## src/sv/dlcd_pkg.sv

```systemverilog
// ----------------------------------------------------------------------------
// dlcd_pkg
// Shared types, constants and bit-serial helpers for the debounced level
// change detector.
// ----------------------------------------------------------------------------
package dlcd_pkg;

  localparam int LEVEL_W = 12;
  localparam int TIME_W  = 32;
  localparam int SPAN_W  = 16;
  localparam int CFG_W   = 16;
  localparam int INDEX_W = 2;
  localparam int QUOT_W  = 12;
  localparam int BIT_W   = $clog2(TIME_W);

  localparam int MAX_CAND_COUNT_DEF = 4096;

  localparam logic [INDEX_W-1:0] REG_THRESHOLD = 2'd0;
  localparam logic [INDEX_W-1:0] REG_DEBOUNCE  = 2'd1;
  localparam logic [INDEX_W-1:0] REG_HEARTBEAT = 2'd2;

  localparam logic [LEVEL_W-1:0] THRESHOLD_RST = 12'd100;
  localparam logic [SPAN_W-1:0]  DEBOUNCE_RST  = 16'd50;
  localparam logic [SPAN_W-1:0]  HEARTBEAT_RST = 16'd5000;

  typedef enum logic [1:0] {
    KIND_INIT   = 2'd0,
    KIND_CHANGE = 2'd1,
    KIND_BEAT   = 2'd2
  } kind_t;

  typedef enum logic [2:0] {
    ST_IDLE,
    ST_PASS,
    ST_DECIDE,
    ST_DIV,
    ST_DONE
  } state_t;

  typedef struct packed {
    logic near_stable;
    logic far_cand;
    logic debounce_ok;
    logic beat_ok;
  } pass_flags_t;

  typedef struct packed {
    kind_t              kind;
    logic [TIME_W-1:0]  stamp;
    logic [LEVEL_W-1:0] prev_level;
    logic [LEVEL_W-1:0] level;
    logic [TIME_W-1:0]  held;
    logic               last;
  } result_t;

  function automatic logic fa_sum(input logic x, input logic y, input logic c);
    return x ^ y ^ c;
  endfunction

  function automatic logic fa_carry(input logic x, input logic y, input logic c);
    return (x & y) | (x & c) | (y & c);
  endfunction

  function automatic logic sub_borrow(input logic x, input logic y, input logic b);
    return (~x & y) | (~(x ^ y) & b);
  endfunction

  // LSB-first magnitude compare: a differing higher bit decides
  function automatic logic ge_next(input logic ge, input logic x, input logic y);
    return (x != y) ? x : ge;
  endfunction

endpackage

```

## src/sv/dlcd_serial_pass.sv

```systemverilog
// ----------------------------------------------------------------------------
// dlcd_serial_pass
// Bit-serial pass over one item: level distance checks, elapsed times,
// held time and candidate sum update, one bit per cycle while step is high, LSB first.
// ----------------------------------------------------------------------------
module dlcd_serial_pass #(
  parameter int SUM_W = 24
) (
  input  logic                                  clk,
  input  logic                                  rst,
  input  logic                                  load,
  input  logic                                  step,
  input  logic [dlcd_pkg::LEVEL_W-1:0]          sample_mv,
  input  logic [dlcd_pkg::LEVEL_W-1:0]          stable_level,
  input  logic [dlcd_pkg::LEVEL_W-1:0]          cand_level,
  input  logic [dlcd_pkg::LEVEL_W-1:0]          threshold_mv,
  input  logic [dlcd_pkg::TIME_W-1:0]           time_ms,
  input  logic [dlcd_pkg::TIME_W-1:0]           stable_since,
  input  logic [dlcd_pkg::TIME_W-1:0]           cand_since,
  input  logic [dlcd_pkg::TIME_W-1:0]           last_beat,
  input  logic [dlcd_pkg::SPAN_W-1:0]           debounce_ms,
  input  logic [dlcd_pkg::SPAN_W-1:0]           heartbeat_ms,
  input  logic [SUM_W-1:0]                      cand_sum,
  output logic                                  pass_done,
  output dlcd_pkg::pass_flags_t                 flags,
  output logic [dlcd_pkg::TIME_W-1:0]           held_ms,
  output logic [SUM_W-1:0]                      sum_plus
);

  localparam logic [dlcd_pkg::BIT_W:0] SUM_BITS = (dlcd_pkg::BIT_W + 1)'(SUM_W);

  logic [dlcd_pkg::BIT_W-1:0]   cnt;
  logic [dlcd_pkg::LEVEL_W-1:0] a_sr, s_sr, c_sr, t_sr;
  logic [dlcd_pkg::TIME_W-1:0]  n_sr, ss_sr, cs_sr, lb_sr;
  logic [dlcd_pkg::SPAN_W-1:0]  d_sr, h_sr;
  logic [SUM_W-1:0]             sum_sr;
  logic                         cy_st, cy_at, cy_ct, cy_sum;
  logic                         bw_h, bw_c, bw_b;
  logic                         ge_st_a, ge_at_s, ge_ct_a, ge_at_c, ge_dc, ge_db;

  logic a, s, c, t, n;
  logic st, at, ct, dh, dc, db, sb;

  always_comb begin
    a  = a_sr[0];
    s  = s_sr[0];
    c  = c_sr[0];
    t  = t_sr[0];
    n  = n_sr[0];
    st = dlcd_pkg::fa_sum(s, t, cy_st);
    at = dlcd_pkg::fa_sum(a, t, cy_at);
    ct = dlcd_pkg::fa_sum(c, t, cy_ct);
    dh = dlcd_pkg::fa_sum(n, ss_sr[0], bw_h);
    dc = dlcd_pkg::fa_sum(n, cs_sr[0], bw_c);
    db = dlcd_pkg::fa_sum(n, lb_sr[0], bw_b);
    sb = dlcd_pkg::fa_sum(sum_sr[0], a, cy_sum);
  end

  always_ff @(posedge clk) begin
    if (rst) begin
      cnt <= '0;
    end else if (load) begin
      cnt <= '0;
    end else if (step) begin
      cnt <= cnt + 1'b1;
    end
  end

  always_ff @(posedge clk) begin
    if (load) begin
      a_sr    <= sample_mv;
      s_sr    <= stable_level;
      c_sr    <= cand_level;
      t_sr    <= threshold_mv;
      n_sr    <= time_ms;
      ss_sr   <= stable_since;
      cs_sr   <= cand_since;
      lb_sr   <= last_beat;
      d_sr    <= debounce_ms;
      h_sr    <= heartbeat_ms;
      sum_sr  <= cand_sum;
      cy_st   <= 1'b0;
      cy_at   <= 1'b0;
      cy_ct   <= 1'b0;
      cy_sum  <= 1'b0;
      bw_h    <= 1'b0;
      bw_c    <= 1'b0;
      bw_b    <= 1'b0;
      ge_st_a <= 1'b1;
      ge_at_s <= 1'b1;
      ge_ct_a <= 1'b1;
      ge_at_c <= 1'b1;
      ge_dc   <= 1'b1;
      ge_db   <= 1'b1;
    end else if (step) begin
      a_sr    <= {1'b0, a_sr[dlcd_pkg::LEVEL_W-1:1]};
      s_sr    <= {1'b0, s_sr[dlcd_pkg::LEVEL_W-1:1]};
      c_sr    <= {1'b0, c_sr[dlcd_pkg::LEVEL_W-1:1]};
      t_sr    <= {1'b0, t_sr[dlcd_pkg::LEVEL_W-1:1]};
      n_sr    <= {1'b0, n_sr[dlcd_pkg::TIME_W-1:1]};
      ss_sr   <= {1'b0, ss_sr[dlcd_pkg::TIME_W-1:1]};
      cs_sr   <= {1'b0, cs_sr[dlcd_pkg::TIME_W-1:1]};
      lb_sr   <= {1'b0, lb_sr[dlcd_pkg::TIME_W-1:1]};
      d_sr    <= {1'b0, d_sr[dlcd_pkg::SPAN_W-1:1]};
      h_sr    <= {1'b0, h_sr[dlcd_pkg::SPAN_W-1:1]};
      sum_sr  <= {1'b0, sum_sr[SUM_W-1:1]};
      cy_st   <= dlcd_pkg::fa_carry(s, t, cy_st);
      cy_at   <= dlcd_pkg::fa_carry(a, t, cy_at);
      cy_ct   <= dlcd_pkg::fa_carry(c, t, cy_ct);
      cy_sum  <= dlcd_pkg::fa_carry(sum_sr[0], a, cy_sum);
      bw_h    <= dlcd_pkg::sub_borrow(n, ss_sr[0], bw_h);
      bw_c    <= dlcd_pkg::sub_borrow(n, cs_sr[0], bw_c);
      bw_b    <= dlcd_pkg::sub_borrow(n, lb_sr[0], bw_b);
      ge_st_a <= dlcd_pkg::ge_next(ge_st_a, st, a);
      ge_at_s <= dlcd_pkg::ge_next(ge_at_s, at, s);
      ge_ct_a <= dlcd_pkg::ge_next(ge_ct_a, ct, a);
      ge_at_c <= dlcd_pkg::ge_next(ge_at_c, at, c);
      ge_dc   <= dlcd_pkg::ge_next(ge_dc, dc, d_sr[0]);
      ge_db   <= dlcd_pkg::ge_next(ge_db, db, h_sr[0]);
    end
  end

  always_ff @(posedge clk) begin
    if (step) begin
      held_ms <= {dh, held_ms[dlcd_pkg::TIME_W-1:1]};
      if ({1'b0, cnt} < SUM_BITS) begin
        sum_plus <= {sb, sum_plus[SUM_W-1:1]};
      end
    end
  end

  assign pass_done         = step && (cnt == dlcd_pkg::BIT_W'(dlcd_pkg::TIME_W - 1));
  assign flags.near_stable = ge_st_a & ge_at_s;
  assign flags.far_cand    = ~(ge_ct_a & ge_at_c);
  assign flags.debounce_ok = ge_dc;
  assign flags.beat_ok     = ge_db;

endmodule

```

## src/sv/dlcd_div.sv

```systemverilog
// ----------------------------------------------------------------------------
// dlcd_div
// Radix-2 restoring divider for the candidate average; one quotient bit
// per cycle, the quotient is known to fit in a level.
// ----------------------------------------------------------------------------
module dlcd_div #(
  parameter int SUM_W   = 24,
  parameter int COUNT_W = 13
) (
  input  logic                         clk,
  input  logic                         rst,
  input  logic                         start,
  input  logic [SUM_W-1:0]             dividend,
  input  logic [COUNT_W-1:0]           divisor,
  output logic [dlcd_pkg::QUOT_W-1:0]  quotient,
  output logic                         done
);

  localparam int STEP_W = $clog2(dlcd_pkg::QUOT_W);

  logic [COUNT_W-1:0]          rem;
  logic [dlcd_pkg::QUOT_W-1:0] low;
  logic [STEP_W-1:0]           cnt;
  logic                        busy;
  logic [COUNT_W:0]            shifted;
  logic [COUNT_W:0]            trial;
  logic                        fits;

  always_comb begin
    shifted = {rem, low[dlcd_pkg::QUOT_W-1]};
    trial   = shifted - {1'b0, divisor};
    fits    = shifted >= {1'b0, divisor};
  end

  always_ff @(posedge clk) begin
    if (rst) begin
      busy <= 1'b0;
      done <= 1'b0;
      cnt  <= '0;
    end else begin
      done <= 1'b0;
      if (start) begin
        busy <= 1'b1;
        cnt  <= '0;
      end else if (busy) begin
        cnt <= cnt + 1'b1;
        if (cnt == STEP_W'(dlcd_pkg::QUOT_W - 1)) begin
          busy <= 1'b0;
          done <= 1'b1;
        end
      end
    end
  end

  always_ff @(posedge clk) begin
    if (start) begin
      rem <= COUNT_W'(dividend[SUM_W-1:dlcd_pkg::QUOT_W]);
      low <= dividend[dlcd_pkg::QUOT_W-1:0];
    end else if (busy) begin
      rem      <= fits ? trial[COUNT_W-1:0] : shifted[COUNT_W-1:0];
      low      <= {low[dlcd_pkg::QUOT_W-2:0], 1'b0};
      quotient <= {quotient[dlcd_pkg::QUOT_W-2:0], fits};
    end
  end

endmodule

```

## src/sv/debounced_level_change_detector.sv

```systemverilog
// ----------------------------------------------------------------------------
// debounced_level_change_detector
// Tracks a debounced stable level from timestamped millivolt samples and
// reports the initial level, level changes and periodic heartbeats.
// ----------------------------------------------------------------------------
// Usage:
//   Input channel in_valid/in_ready carries sample_mv and time_ms. Output
//   channel out_valid/out_ready carries kind, stamp_ms, prev_level_mv,
//   level_mv, held_ms and last; one item yields zero, one or two results,
//   last marks the final one. Registers are written through cfg_wen,
//   cfg_index and cfg_data, by the user only while the block is idle; the
//   block does not enforce this. Index 3 is ignored. Timing: after an item
//   is taken, a bit-serial pass over the timestamps and levels runs, then
//   a decision state, then the serial divider when a level change fires,
//   then the commit, then idle with in_ready high. The first result is
//   offered in the cycle after commit.
//   Results sit in a two-entry output buffer. in_ready returns as soon as
//   the item is committed, even while results still wait; if the receiver
//   stalls, the next item waits at commit until the buffer has drained.
//   Reset (rst, synchronous) restores the register defaults and an unseeded
//   state; the next item seeds the level.
// ----------------------------------------------------------------------------
module debounced_level_change_detector #(
  parameter int MAX_CAND_COUNT = dlcd_pkg::MAX_CAND_COUNT_DEF
) (
  input  logic                           clk,
  input  logic                           rst,
  input  logic                           in_valid,
  output logic                           in_ready,
  input  logic [dlcd_pkg::LEVEL_W-1:0]   sample_mv,
  input  logic [dlcd_pkg::TIME_W-1:0]    time_ms,
  output logic                           out_valid,
  input  logic                           out_ready,
  output logic [1:0]                     kind,
  output logic [dlcd_pkg::TIME_W-1:0]    stamp_ms,
  output logic [dlcd_pkg::LEVEL_W-1:0]   prev_level_mv,
  output logic [dlcd_pkg::LEVEL_W-1:0]   level_mv,
  output logic [dlcd_pkg::TIME_W-1:0]    held_ms,
  output logic                           last,
  input  logic                           cfg_wen,
  input  logic [dlcd_pkg::INDEX_W-1:0]   cfg_index,
  input  logic [dlcd_pkg::CFG_W-1:0]     cfg_data
);

  localparam int COUNT_W = $clog2(MAX_CAND_COUNT + 1);
  localparam int SUM_W   = dlcd_pkg::LEVEL_W + $clog2(MAX_CAND_COUNT);

  logic [dlcd_pkg::LEVEL_W-1:0] threshold;
  logic [dlcd_pkg::SPAN_W-1:0]  debounce;
  logic [dlcd_pkg::SPAN_W-1:0]  heartbeat;

  logic                         seeded;
  logic [dlcd_pkg::LEVEL_W-1:0] stable_level;
  logic [dlcd_pkg::TIME_W-1:0]  stable_since;
  logic                         cand_valid;
  logic [dlcd_pkg::LEVEL_W-1:0] cand_level;
  logic [dlcd_pkg::TIME_W-1:0]  cand_since;
  logic [SUM_W-1:0]             cand_sum;
  logic [COUNT_W-1:0]           cand_count;
  logic [dlcd_pkg::TIME_W-1:0]  last_beat;

  logic [dlcd_pkg::LEVEL_W-1:0] item_mv;
  logic [dlcd_pkg::TIME_W-1:0]  item_time;

  dlcd_pkg::state_t state, state_next;

  dlcd_pkg::result_t obuf [2];
  logic [1:0]        ocnt;

  logic                         in_take;
  logic                         out_take;
  logic                         pass_step;
  logic                         pass_done;
  dlcd_pkg::pass_flags_t        flags;
  logic [dlcd_pkg::TIME_W-1:0]  held_calc;
  logic [SUM_W-1:0]             sum_plus;
  logic                         div_start;
  logic                         div_done;
  logic [dlcd_pkg::QUOT_W-1:0]  quotient;

  logic                         count_full;
  logic [SUM_W-1:0]             sum_grow;
  logic [COUNT_W-1:0]           count_grow;
  logic                         restart;
  logic                         grow;
  logic                         fire;
  logic                         commit;
  logic [dlcd_pkg::LEVEL_W-1:0] level_new;
  dlcd_pkg::result_t            res_init, res_change, res_beat;

  assign in_ready  = (state == dlcd_pkg::ST_IDLE);
  assign in_take   = in_valid && in_ready;
  assign out_valid = (ocnt != 2'd0);
  assign out_take  = out_valid && out_ready;
  assign pass_step = (state == dlcd_pkg::ST_PASS);

  always_comb begin
    count_full = cand_count >= COUNT_W'(MAX_CAND_COUNT);
    sum_grow   = count_full ? cand_sum : sum_plus;
    count_grow = count_full ? cand_count : cand_count + COUNT_W'(1);
    restart    = !cand_valid || flags.far_cand;
    grow       = seeded && !flags.near_stable && !restart;
    fire       = grow && flags.debounce_ok;
    level_new  = fire ? quotient : stable_level;
  end

  dlcd_serial_pass #(
    .SUM_W(SUM_W)
  ) u_pass (
    .clk          (clk),
    .rst          (rst),
    .load         (in_take),
    .step         (pass_step),
    .sample_mv    (sample_mv),
    .stable_level (stable_level),
    .cand_level   (cand_level),
    .threshold_mv (threshold),
    .time_ms      (time_ms),
    .stable_since (stable_since),
    .cand_since   (cand_since),
    .last_beat    (last_beat),
    .debounce_ms  (debounce),
    .heartbeat_ms (heartbeat),
    .cand_sum     (cand_sum),
    .pass_done    (pass_done),
    .flags        (flags),
    .held_ms      (held_calc),
    .sum_plus     (sum_plus)
  );

  dlcd_div #(
    .SUM_W   (SUM_W),
    .COUNT_W (COUNT_W)
  ) u_div (
    .clk      (clk),
    .rst      (rst),
    .start    (div_start),
    .dividend (sum_grow),
    .divisor  (count_grow),
    .quotient (quotient),
    .done     (div_done)
  );

  always_ff @(posedge clk) begin
    if (rst) begin
      state <= dlcd_pkg::ST_IDLE;
    end else begin
      state <= state_next;
    end
  end

  always_comb begin
    state_next = state;
    div_start  = 1'b0;
    commit     = 1'b0;
    case (state)
      dlcd_pkg::ST_IDLE: begin
        if (in_take) state_next = dlcd_pkg::ST_PASS;
      end
      dlcd_pkg::ST_PASS: begin
        if (pass_done) state_next = dlcd_pkg::ST_DECIDE;
      end
      dlcd_pkg::ST_DECIDE: begin
        if (fire) begin
          div_start  = 1'b1;
          state_next = dlcd_pkg::ST_DIV;
        end else begin
          state_next = dlcd_pkg::ST_DONE;
        end
      end
      dlcd_pkg::ST_DIV: begin
        if (div_done) state_next = dlcd_pkg::ST_DONE;
      end
      dlcd_pkg::ST_DONE: begin
        if (ocnt == 2'd0) begin
          commit     = 1'b1;
          state_next = dlcd_pkg::ST_IDLE;
        end
      end
      default: state_next = dlcd_pkg::ST_IDLE;
    endcase
  end

  always_comb begin
    res_init.kind       = dlcd_pkg::KIND_INIT;
    res_init.stamp      = item_time;
    res_init.prev_level = item_mv;
    res_init.level      = item_mv;
    res_init.held       = '0;
    res_init.last       = 1'b1;

    res_change.kind       = dlcd_pkg::KIND_CHANGE;
    res_change.stamp      = item_time;
    res_change.prev_level = stable_level;
    res_change.level      = quotient;
    res_change.held       = held_calc;
    res_change.last       = !flags.beat_ok;

    res_beat.kind       = dlcd_pkg::KIND_BEAT;
    res_beat.stamp      = item_time;
    res_beat.prev_level = level_new;
    res_beat.level      = level_new;
    res_beat.held       = '0;
    res_beat.last       = 1'b1;
  end

  always_ff @(posedge clk) begin
    if (in_take) begin
      item_mv   <= sample_mv;
      item_time <= time_ms;
    end
  end

  always_ff @(posedge clk) begin
    if (rst) begin
      threshold <= dlcd_pkg::THRESHOLD_RST;
      debounce  <= dlcd_pkg::DEBOUNCE_RST;
      heartbeat <= dlcd_pkg::HEARTBEAT_RST;
    end else if (cfg_wen) begin
      case (cfg_index)
        dlcd_pkg::REG_THRESHOLD: threshold <= cfg_data[dlcd_pkg::LEVEL_W-1:0];
        dlcd_pkg::REG_DEBOUNCE:  debounce  <= cfg_data[dlcd_pkg::SPAN_W-1:0];
        dlcd_pkg::REG_HEARTBEAT: heartbeat <= cfg_data[dlcd_pkg::SPAN_W-1:0];
        default: ;
      endcase
    end
  end

  always_ff @(posedge clk) begin
    if (rst) begin
      seeded       <= 1'b0;
      stable_level <= '0;
      stable_since <= '0;
      cand_valid   <= 1'b0;
      cand_level   <= '0;
      cand_since   <= '0;
      cand_sum     <= '0;
      cand_count   <= '0;
      last_beat    <= '0;
    end else if (commit) begin
      if (!seeded) begin
        seeded       <= 1'b1;
        stable_level <= item_mv;
        stable_since <= item_time;
      end else begin
        if (flags.near_stable || fire) begin
          cand_valid <= 1'b0;
          cand_level <= '0;
          cand_sum   <= '0;
          cand_count <= '0;
        end else if (restart) begin
          cand_valid <= 1'b1;
          cand_level <= item_mv;
          cand_since <= item_time;
          cand_sum   <= SUM_W'(item_mv);
          cand_count <= COUNT_W'(1);
        end else begin
          cand_sum   <= sum_grow;
          cand_count <= count_grow;
        end
        if (fire) begin
          stable_level <= quotient;
          stable_since <= item_time;
        end
        if (flags.beat_ok) begin
          last_beat <= item_time;
        end
      end
    end
  end

  always_ff @(posedge clk) begin
    if (rst) begin
      ocnt <= 2'd0;
    end else if (commit) begin
      if (!seeded) begin
        ocnt <= 2'd1;
      end else begin
        ocnt <= {1'b0, fire} + {1'b0, flags.beat_ok};
      end
    end else if (out_take) begin
      ocnt <= ocnt - 2'd1;
    end
  end

  always_ff @(posedge clk) begin
    if (commit) begin
      if (!seeded) begin
        obuf[0] <= res_init;
      end else if (fire) begin
        obuf[0] <= res_change;
        obuf[1] <= res_beat;
      end else begin
        obuf[0] <= res_beat;
      end
    end else if (out_take) begin
      obuf[0] <= obuf[1];
    end
  end

  assign kind          = obuf[0].kind;
  assign stamp_ms      = obuf[0].stamp;
  assign prev_level_mv = obuf[0].prev_level;
  assign level_mv      = obuf[0].level;
  assign held_ms       = obuf[0].held;
  assign last          = obuf[0].last;

`ifndef NO_ASSERTIONS
  a_ocnt_bound: assert property (@(posedge clk) disable iff (rst)
    ocnt != 2'd3)
    else $error("output buffer count out of range");

  a_div_only_in_div: assert property (@(posedge clk) disable iff (rst)
    div_done |-> state == dlcd_pkg::ST_DIV)
    else $error("divider finished outside the divide phase");

  a_commit_to_idle: assert property (@(posedge clk) disable iff (rst)
    commit |=> state == dlcd_pkg::ST_IDLE && (ocnt != 2'd0 || !$past(seeded)) == out_valid)
    else $error("commit did not return to idle");

  a_no_accept_busy: assert property (@(posedge clk) disable iff (rst)
    state == dlcd_pkg::ST_PASS |=> !(state == dlcd_pkg::ST_IDLE && ocnt == 2'd0 && $past(commit)))
    else $error("pass did not run to completion");
`endif

endmodule

```

## config.mk

```make
export PLATFORM = sky130hd
export DESIGN_NAME = debounced_level_change_detector
export DESIGN_NICKNAME = d
export VERILOG_FILES = /design/src/sv/dlcd_pkg.sv /design/src/sv/dlcd_serial_pass.sv /design/src/sv/dlcd_div.sv /design/src/sv/debounced_level_change_detector.sv
export SDC_FILE = /design/constraint.sdc
export NUM_CORES = 1
export LEC_CHECK = 0
export BUFFER_PORTS_ARGS = -buffer_cell sky130_fd_sc_hd__buf_2
export CAP_MARGIN = 20
export CORE_MARGIN = 2
export CORE_UTILIZATION = 47
export DETAILED_ROUTE_END_ITERATION = 10
export PLACE_DENSITY = 0.61
export SYNTH_ARGS = -nofsm -noshare
export SYNTH_HDL_FRONTEND = slang
export SYNTH_HIERARCHICAL = 1
export SYNTH_SLANG_ARGS = --single-unit
```

## constraint.sdc

```tcl
create_clock -name clk -period 18 [get_ports clk]
set_clock_uncertainty 0.2 [all_clocks]
set_input_delay 5.4 -clock clk [delete_from_list [all_inputs] [get_ports clk]]
set_output_delay 5.4 -clock clk [all_outputs]
set_load 0.02 [all_outputs]
```

==> metrics, run 1 <==
status=complete, no violations; Starting DRT DRC Count=1453; Initial DRT Pass Iterations=5; clk slew on worst S/H paths=60 ps; Critical Path RT=18020 ps; post-synthesis mux area share=around 10%; simple-gate area share of the yosys netlist=a little under an eighth; first-pass GRT wire length=101 mm; R2R Path End=u_div/rem[8]; Port Buf Inserts=159; grt total ovfl=0; # fillers=approximately 5300; crit path DAT=8030 ps; dominant synthesized flop cell=edfxtp_1; worst path cell trace=buf_2, nand2_1, inv_8, or2_4, buf_12; clock sinks=between 700 and 800; r2r setup slk=between 10000 and 15000 ps; largest net degree at the start of global routing=210; critical path endpoint category=register; DR WL/cell=19.2 um; sink of the worst hold path=u_pass/held_ms[22]; CP max stage cell=or2_4; Yosys cell types=81; H-tree Lvls=3; post-route ant nets=0; most instantiated library cell after synthesis=edfxtp_1; post-synthesis compound-gate area fraction=under 10%; Setup Buffers After CTS=0; clk_lat worst skew=610 ps; Max-cap violations=0; hpwl dp=37.9 mm; largest family of logic cells by synthesized area=simple AND/OR/NAND/NOR gates; synthesized area=30100 um2; Register Area=19800 um2; std cell rows=92; count of yosys warnings during synthesis=6; #FFs+latches synth=736; Placer Congestion=0.771; critical path startpoint category=primary input; cell count after synthesis=2348; CTS hold repair buffers=0; root buffer cell=clkbuf_16; TritonCTS Buffers=78; Synth top area share=between 50% and 60%; clk buf depth=3; final worst slack=9990 ps; Via Count=18500; post-synthesis xor/xnor area fraction=0.814%; pwr dens=roughly 170 nW/um2; adder-cell share of the synthesized area=~1.3%; fin crit share=roughly 44%; Slew Viols, Final=0; Peak Freq=125 MHz; Post-synth EDFFs=503; Synth area leaders=edfxtp_1 (50%), dfxtp_1 (15%), mux2_2 (9.7%); crit-path max FO=173; post_cts resized=0; Die Y-Extent=257 um; Yosys top cell by area=edfxtp_1; Final TNS setup=0 ps; Area growth, synth to finish=13.0%; Post-Syn Nets=between 2000 and 2500; share of cells above drive strength 1=23.7%; Final setup viols=0; hold depth=0; HP Class=reg2reg; unrepaired setup endpoints after global routing=no; Worst IR Drop VDD=0.189 mV; Seq/Total Area, Yosys=65.6%; core region area=63200 um2; area of the multi-input gates=9410 um2; Worst Max-Slew Pin Slew=1160 ps; CTS tree=done; leading cell types by count after synthesis=edfxtp_1 (503), nand2_1 (476), mux2_2 (259); DRT Wirelength=64.9 mm; Tot GR Track Use=19.3%; leakage=0.0122 uW; cells on worst reg2reg path=11; vias per cell=5.46; WS Path Type=in2reg; Worst Hold Launch=u_pass/held_ms[23]; Avg Cell Area, Syn=~13 um2; Final #Nets=roughly 2600; initial antenna violation count=4; DRC=0; Final Hold Fails=0; die area=66200 um2; Ports=160; Initial Util=a little under half; Place WS=9400 ps; fin crit period=8010 ps; vias in the first global route=18300; RR Startpoint=cand_count[12]; asr flop ratio synth=0%; slew margin rel.=a little under a quarter; Largest stage delay, worst path=830 ps; Die X=257 um
[cell families after synthesis]
| family | count (synthesis) |
|---|---|
| compound gates | 323 |
| xor+xnor | 28 |
| fa+ha+maj | 27 |
| buf+inv | 184 |
| flops | 736 |
| mux | 277 |
| simple gates | 773 |
[critical path, delay by kind of cell]
kind                   cells  cell delay [ps]
and+or+nand+nor            2              970
buffers and inverters      3             1230
[worst max-delay path by stage]
stage / from / endpoint / slack (ps) / depth (start not counted)
2_1_floorplan: in_valid / u_pass/a_sr[0] / 7600 / 5
3_3_place_gp: in_valid / u_pass/n_sr[18] / 9430 / 5
3_5_place_dp: in_valid / u_pass/ss_sr[15] / 9400 / 5
4_1_cts: in_valid / u_pass/c_sr[11] / 10050 / 5
5_1_grt: in_valid / u_pass/n_sr[20] / 9840 / 5
6_report: in_valid / u_pass/n_sr[13] / 9990 / 5
[cells in the final DEF (no fill, tap or decap), drive strengths merged, types with 24 or more instances in the layout]
master / instances
a21oi: 175
a22oi: 27
and2: 48
buf: 187
clkbuf: 111
dfxtp: 233
edfxtp: 503
inv: 38
mux2: 259
nand2: 476
nand3: 24
nor2: 72
nor3: 29
nor4: 25
[routing by layer]
metal	vias up	wire length, um	global-route usage (%)
met5	-	42	0
met4	6	1130	5.46
met2	469	30600	31.5
met1	9173	29500	26.4
li1	8706	-	-
met3	100	3560	3.51
[power by group]
group	internal (uW)	total (uW)	switching [uW]
clock network	965	1620	659
logic	536	1400	868
registers	2580	2810	231
total	4080	5840	1760
[area by class of cell]
| type | instances | area share, % |
|---|---|---|
| Clock inverter | 34 | 1.14 |
| Multi-Input combinational cell | 1428 | 27.6 |
| Sequential cell | 736 | 58.1 |
| Clock buffer | 111 | 6.52 |
| Inverter | 33 | 0.386 |
| Antenna cell | 2 | 0.0147 |
| Tap cell | 846 | 3.11 |
| Timing Repair Buffer | 187 | 3.13 |
[stage by stage]
step	hold slack [ps]	cell area [um2]	util, %	power, uW	std cells
global placement	222	31400	49.7	4210	3228
finish	239	34000	53.9	5840	3377
detailed placement	225	31400	49.7	4250	3228
CTS	242	34000	53.8	5900	3373
floorplan	217	30100	-	3870	2348
global route	254	34000	53.9	6110	3375
[state kept, by name, summed over array words and instances, names as in the netlist, 16 cells and up]
| name | cells |
|---|---|
| obuf | 135 |
| cand_since | 32 |
| item_time | 32 |
| last_beat | 32 |
| stable_since | 32 |
| u_pass/cs_sr | 32 |
| u_pass/held_ms | 32 |
| u_pass/lb_sr | 32 |
| u_pass/n_sr | 32 |
| u_pass/ss_sr | 32 |
| cand_sum | 24 |
| u_pass/sum_plus | 24 |
| u_pass/sum_sr | 24 |
| debounce | 16 |
| heartbeat | 16 |
| u_pass/d_sr | 16 |
| u_pass/h_sr | 16 |
Note: power is estimated with default switching activity, not from simulation.
==> inputs of run 2 (changes only) <==
clock period = 8.2 ns   (was 18 ns; I/O delays follow)
==> run 2 against run 1 <==
Final cell count is essentially flat. Sequential power grew 120%. Global-route usage increased by 0.49 points. Clock power increased by 120%. Via count up 1.0%. Critical path depth did not move. Die area is the same.
==> metrics, run 2 (synthesis gave the netlist of run 1 again) <==
fin crit period=~4600 ps; status=complete, no violations; Design Area, Final=34100 um2; Final setup viols=0; Slew Viols, Final=0; std cell rows=between 90 and 100; leakage=0.0122 uW; crit-path max FO=around 140; vias in the first global route=18600; area of the multi-input gates=9410 um2; Placer Congestion=around 0.8; Setup Buffers After CTS=0; vias per cell=5.52; pwr dens=377 nW/um2; TritonCTS Buffers=79; fin util=53.9%; r2r setup slk=4040 ps; share of cells above drive strength 1=23.9%; unrepaired setup endpoints after global routing=no; CP max stage cell=or2_4; Port Buf Inserts=159; Place WS=roughly 3000 ps; hold depth=0; clk_lat worst skew=around 620 ps; Ports=160; root buffer cell=clkbuf_16; core region area=63200 um2; Crit path max-delay family=buffers and inverters; Final TNS setup=0 ps; critical path startpoint category=primary input; Die Y-Extent=roughly 260 um; DR WL/cell=~20 um; most frequent cells in the layout=edfxtp_1 (503), nand2_1 (475), mux2_2 (259); Largest stage delay, worst path=about 660 ps; WHS=236 ps; Register Area=19800 um2; final worst slack=3620 ps; post_cts resized=0; sink of the worst hold path=u_pass/sum_plus[7]; H-tree Lvls=3; CP Buf/Inv Count=3; grt total ovfl=0; largest net degree at the start of global routing=~150; R2R Path End=u_div/rem[8]; HP Class=reg2reg; slew margin rel.=29.1%; diode count=0; Biggest register=obuf; Worst Hold Launch=u_pass/sum_plus[8]; Worst path depth=5; die area=between 60000 and 70000 um2; fin crit share=55.8%; Critical Path RT=slightly above 8000 ps; Area growth, synth to finish=13.1%; Initial Util=a little under half; Final Hold Fails=0; post-route ant nets=0; Initial DRT Pass Iterations=5; cells on worst reg2reg path=11; # fillers=just over 5000; worst path cell trace=buf_2, nand2_1, inv_8, or2_4, buf_12; hpwl dp=between 30 and 40 mm; crit path DAT=4610 ps; Final #Nets=~2600; CTS hold repair buffers=0; DRC=0; Post-DP Area=about 31000 um2; critical path endpoint category=register; clk buf depth=3; clk slew on worst S/H paths=60 ps; Tot GR Track Use=19.8%; first-pass GRT wire length=104 mm; Starting DRT DRC Count=1486; Largest register FFs=135; WS Path Type=in2reg; Worst IR Drop VDD=0.283 mV; clock sinks=736; Via Count=about 19000; Worst Max-Slew Pin Slew=1060 ps; DRT Wirelength=65.7 mm; RR Startpoint=cand_count[12]; Max-cap violations=0; initial antenna violation count=4; Die X=257 um; Peak Freq=219 MHz; commonest non-fill, non-tap cell in the layout=edfxtp_1; CTS tree=done
run 2: changes by cell type in the layout (fill, tap and decap cells not counted), sizes merged:
cell      previous run  this run
clkinv              19        31
bufinv               7         4
clkbuf             111       108
clkinvlp             3         0
buf                187       189
diode                2         0
run 2: worst max-delay path by stage:
| stage | startpoint | to | slack, ps |
|---|---|---|---|
| after floorplan | in_valid | u_pass/a_sr[0] | 740 |
| after global placement | in_valid | u_pass/h_sr[14] | 3060 |
| after detailed placement | in_valid | u_pass/t_sr[10] | 3000 |
| after CTS | in_valid | u_pass/h_sr[15] | 3670 |
| after global routing | in_valid | u_pass/t_sr[11] | 3490 |
| final | in_valid | u_pass/t_sr[11] | 3620 |
run 2: area by class of cell:
type                       count  share of cell area (%)
sequential                   736                    58.0
multi-input combinational   1428                    27.6
clock buffer                 108                    6.73
tap                          846                    3.11
timing repair buffer         189                    3.10
clock inverter                40                    1.06
inverter                      33                   0.385
run 2: per-stage QoR:
step,instances,total power (uW)
after CTS,3379,13000
after global routing,3380,13500
after detailed placement,3231,9350
after global placement,3231,9240
after floorplan,2348,8500
final,3380,12800
run 2: layer usage:
metal	global-route usage [%]	routed length, um	up-vias
met5	0	30	-
met4	5.98	1550	6
met3	3.35	3330	114
met2	31.5	30500	514
met1	27.7	30300	9305
li1	-	-	8707
run 2: where the power goes:
group | internal (uW) | switching [uW]
clock network | 2110 | 1490
logic | 1180 | 1920
registers | 5650 | 504
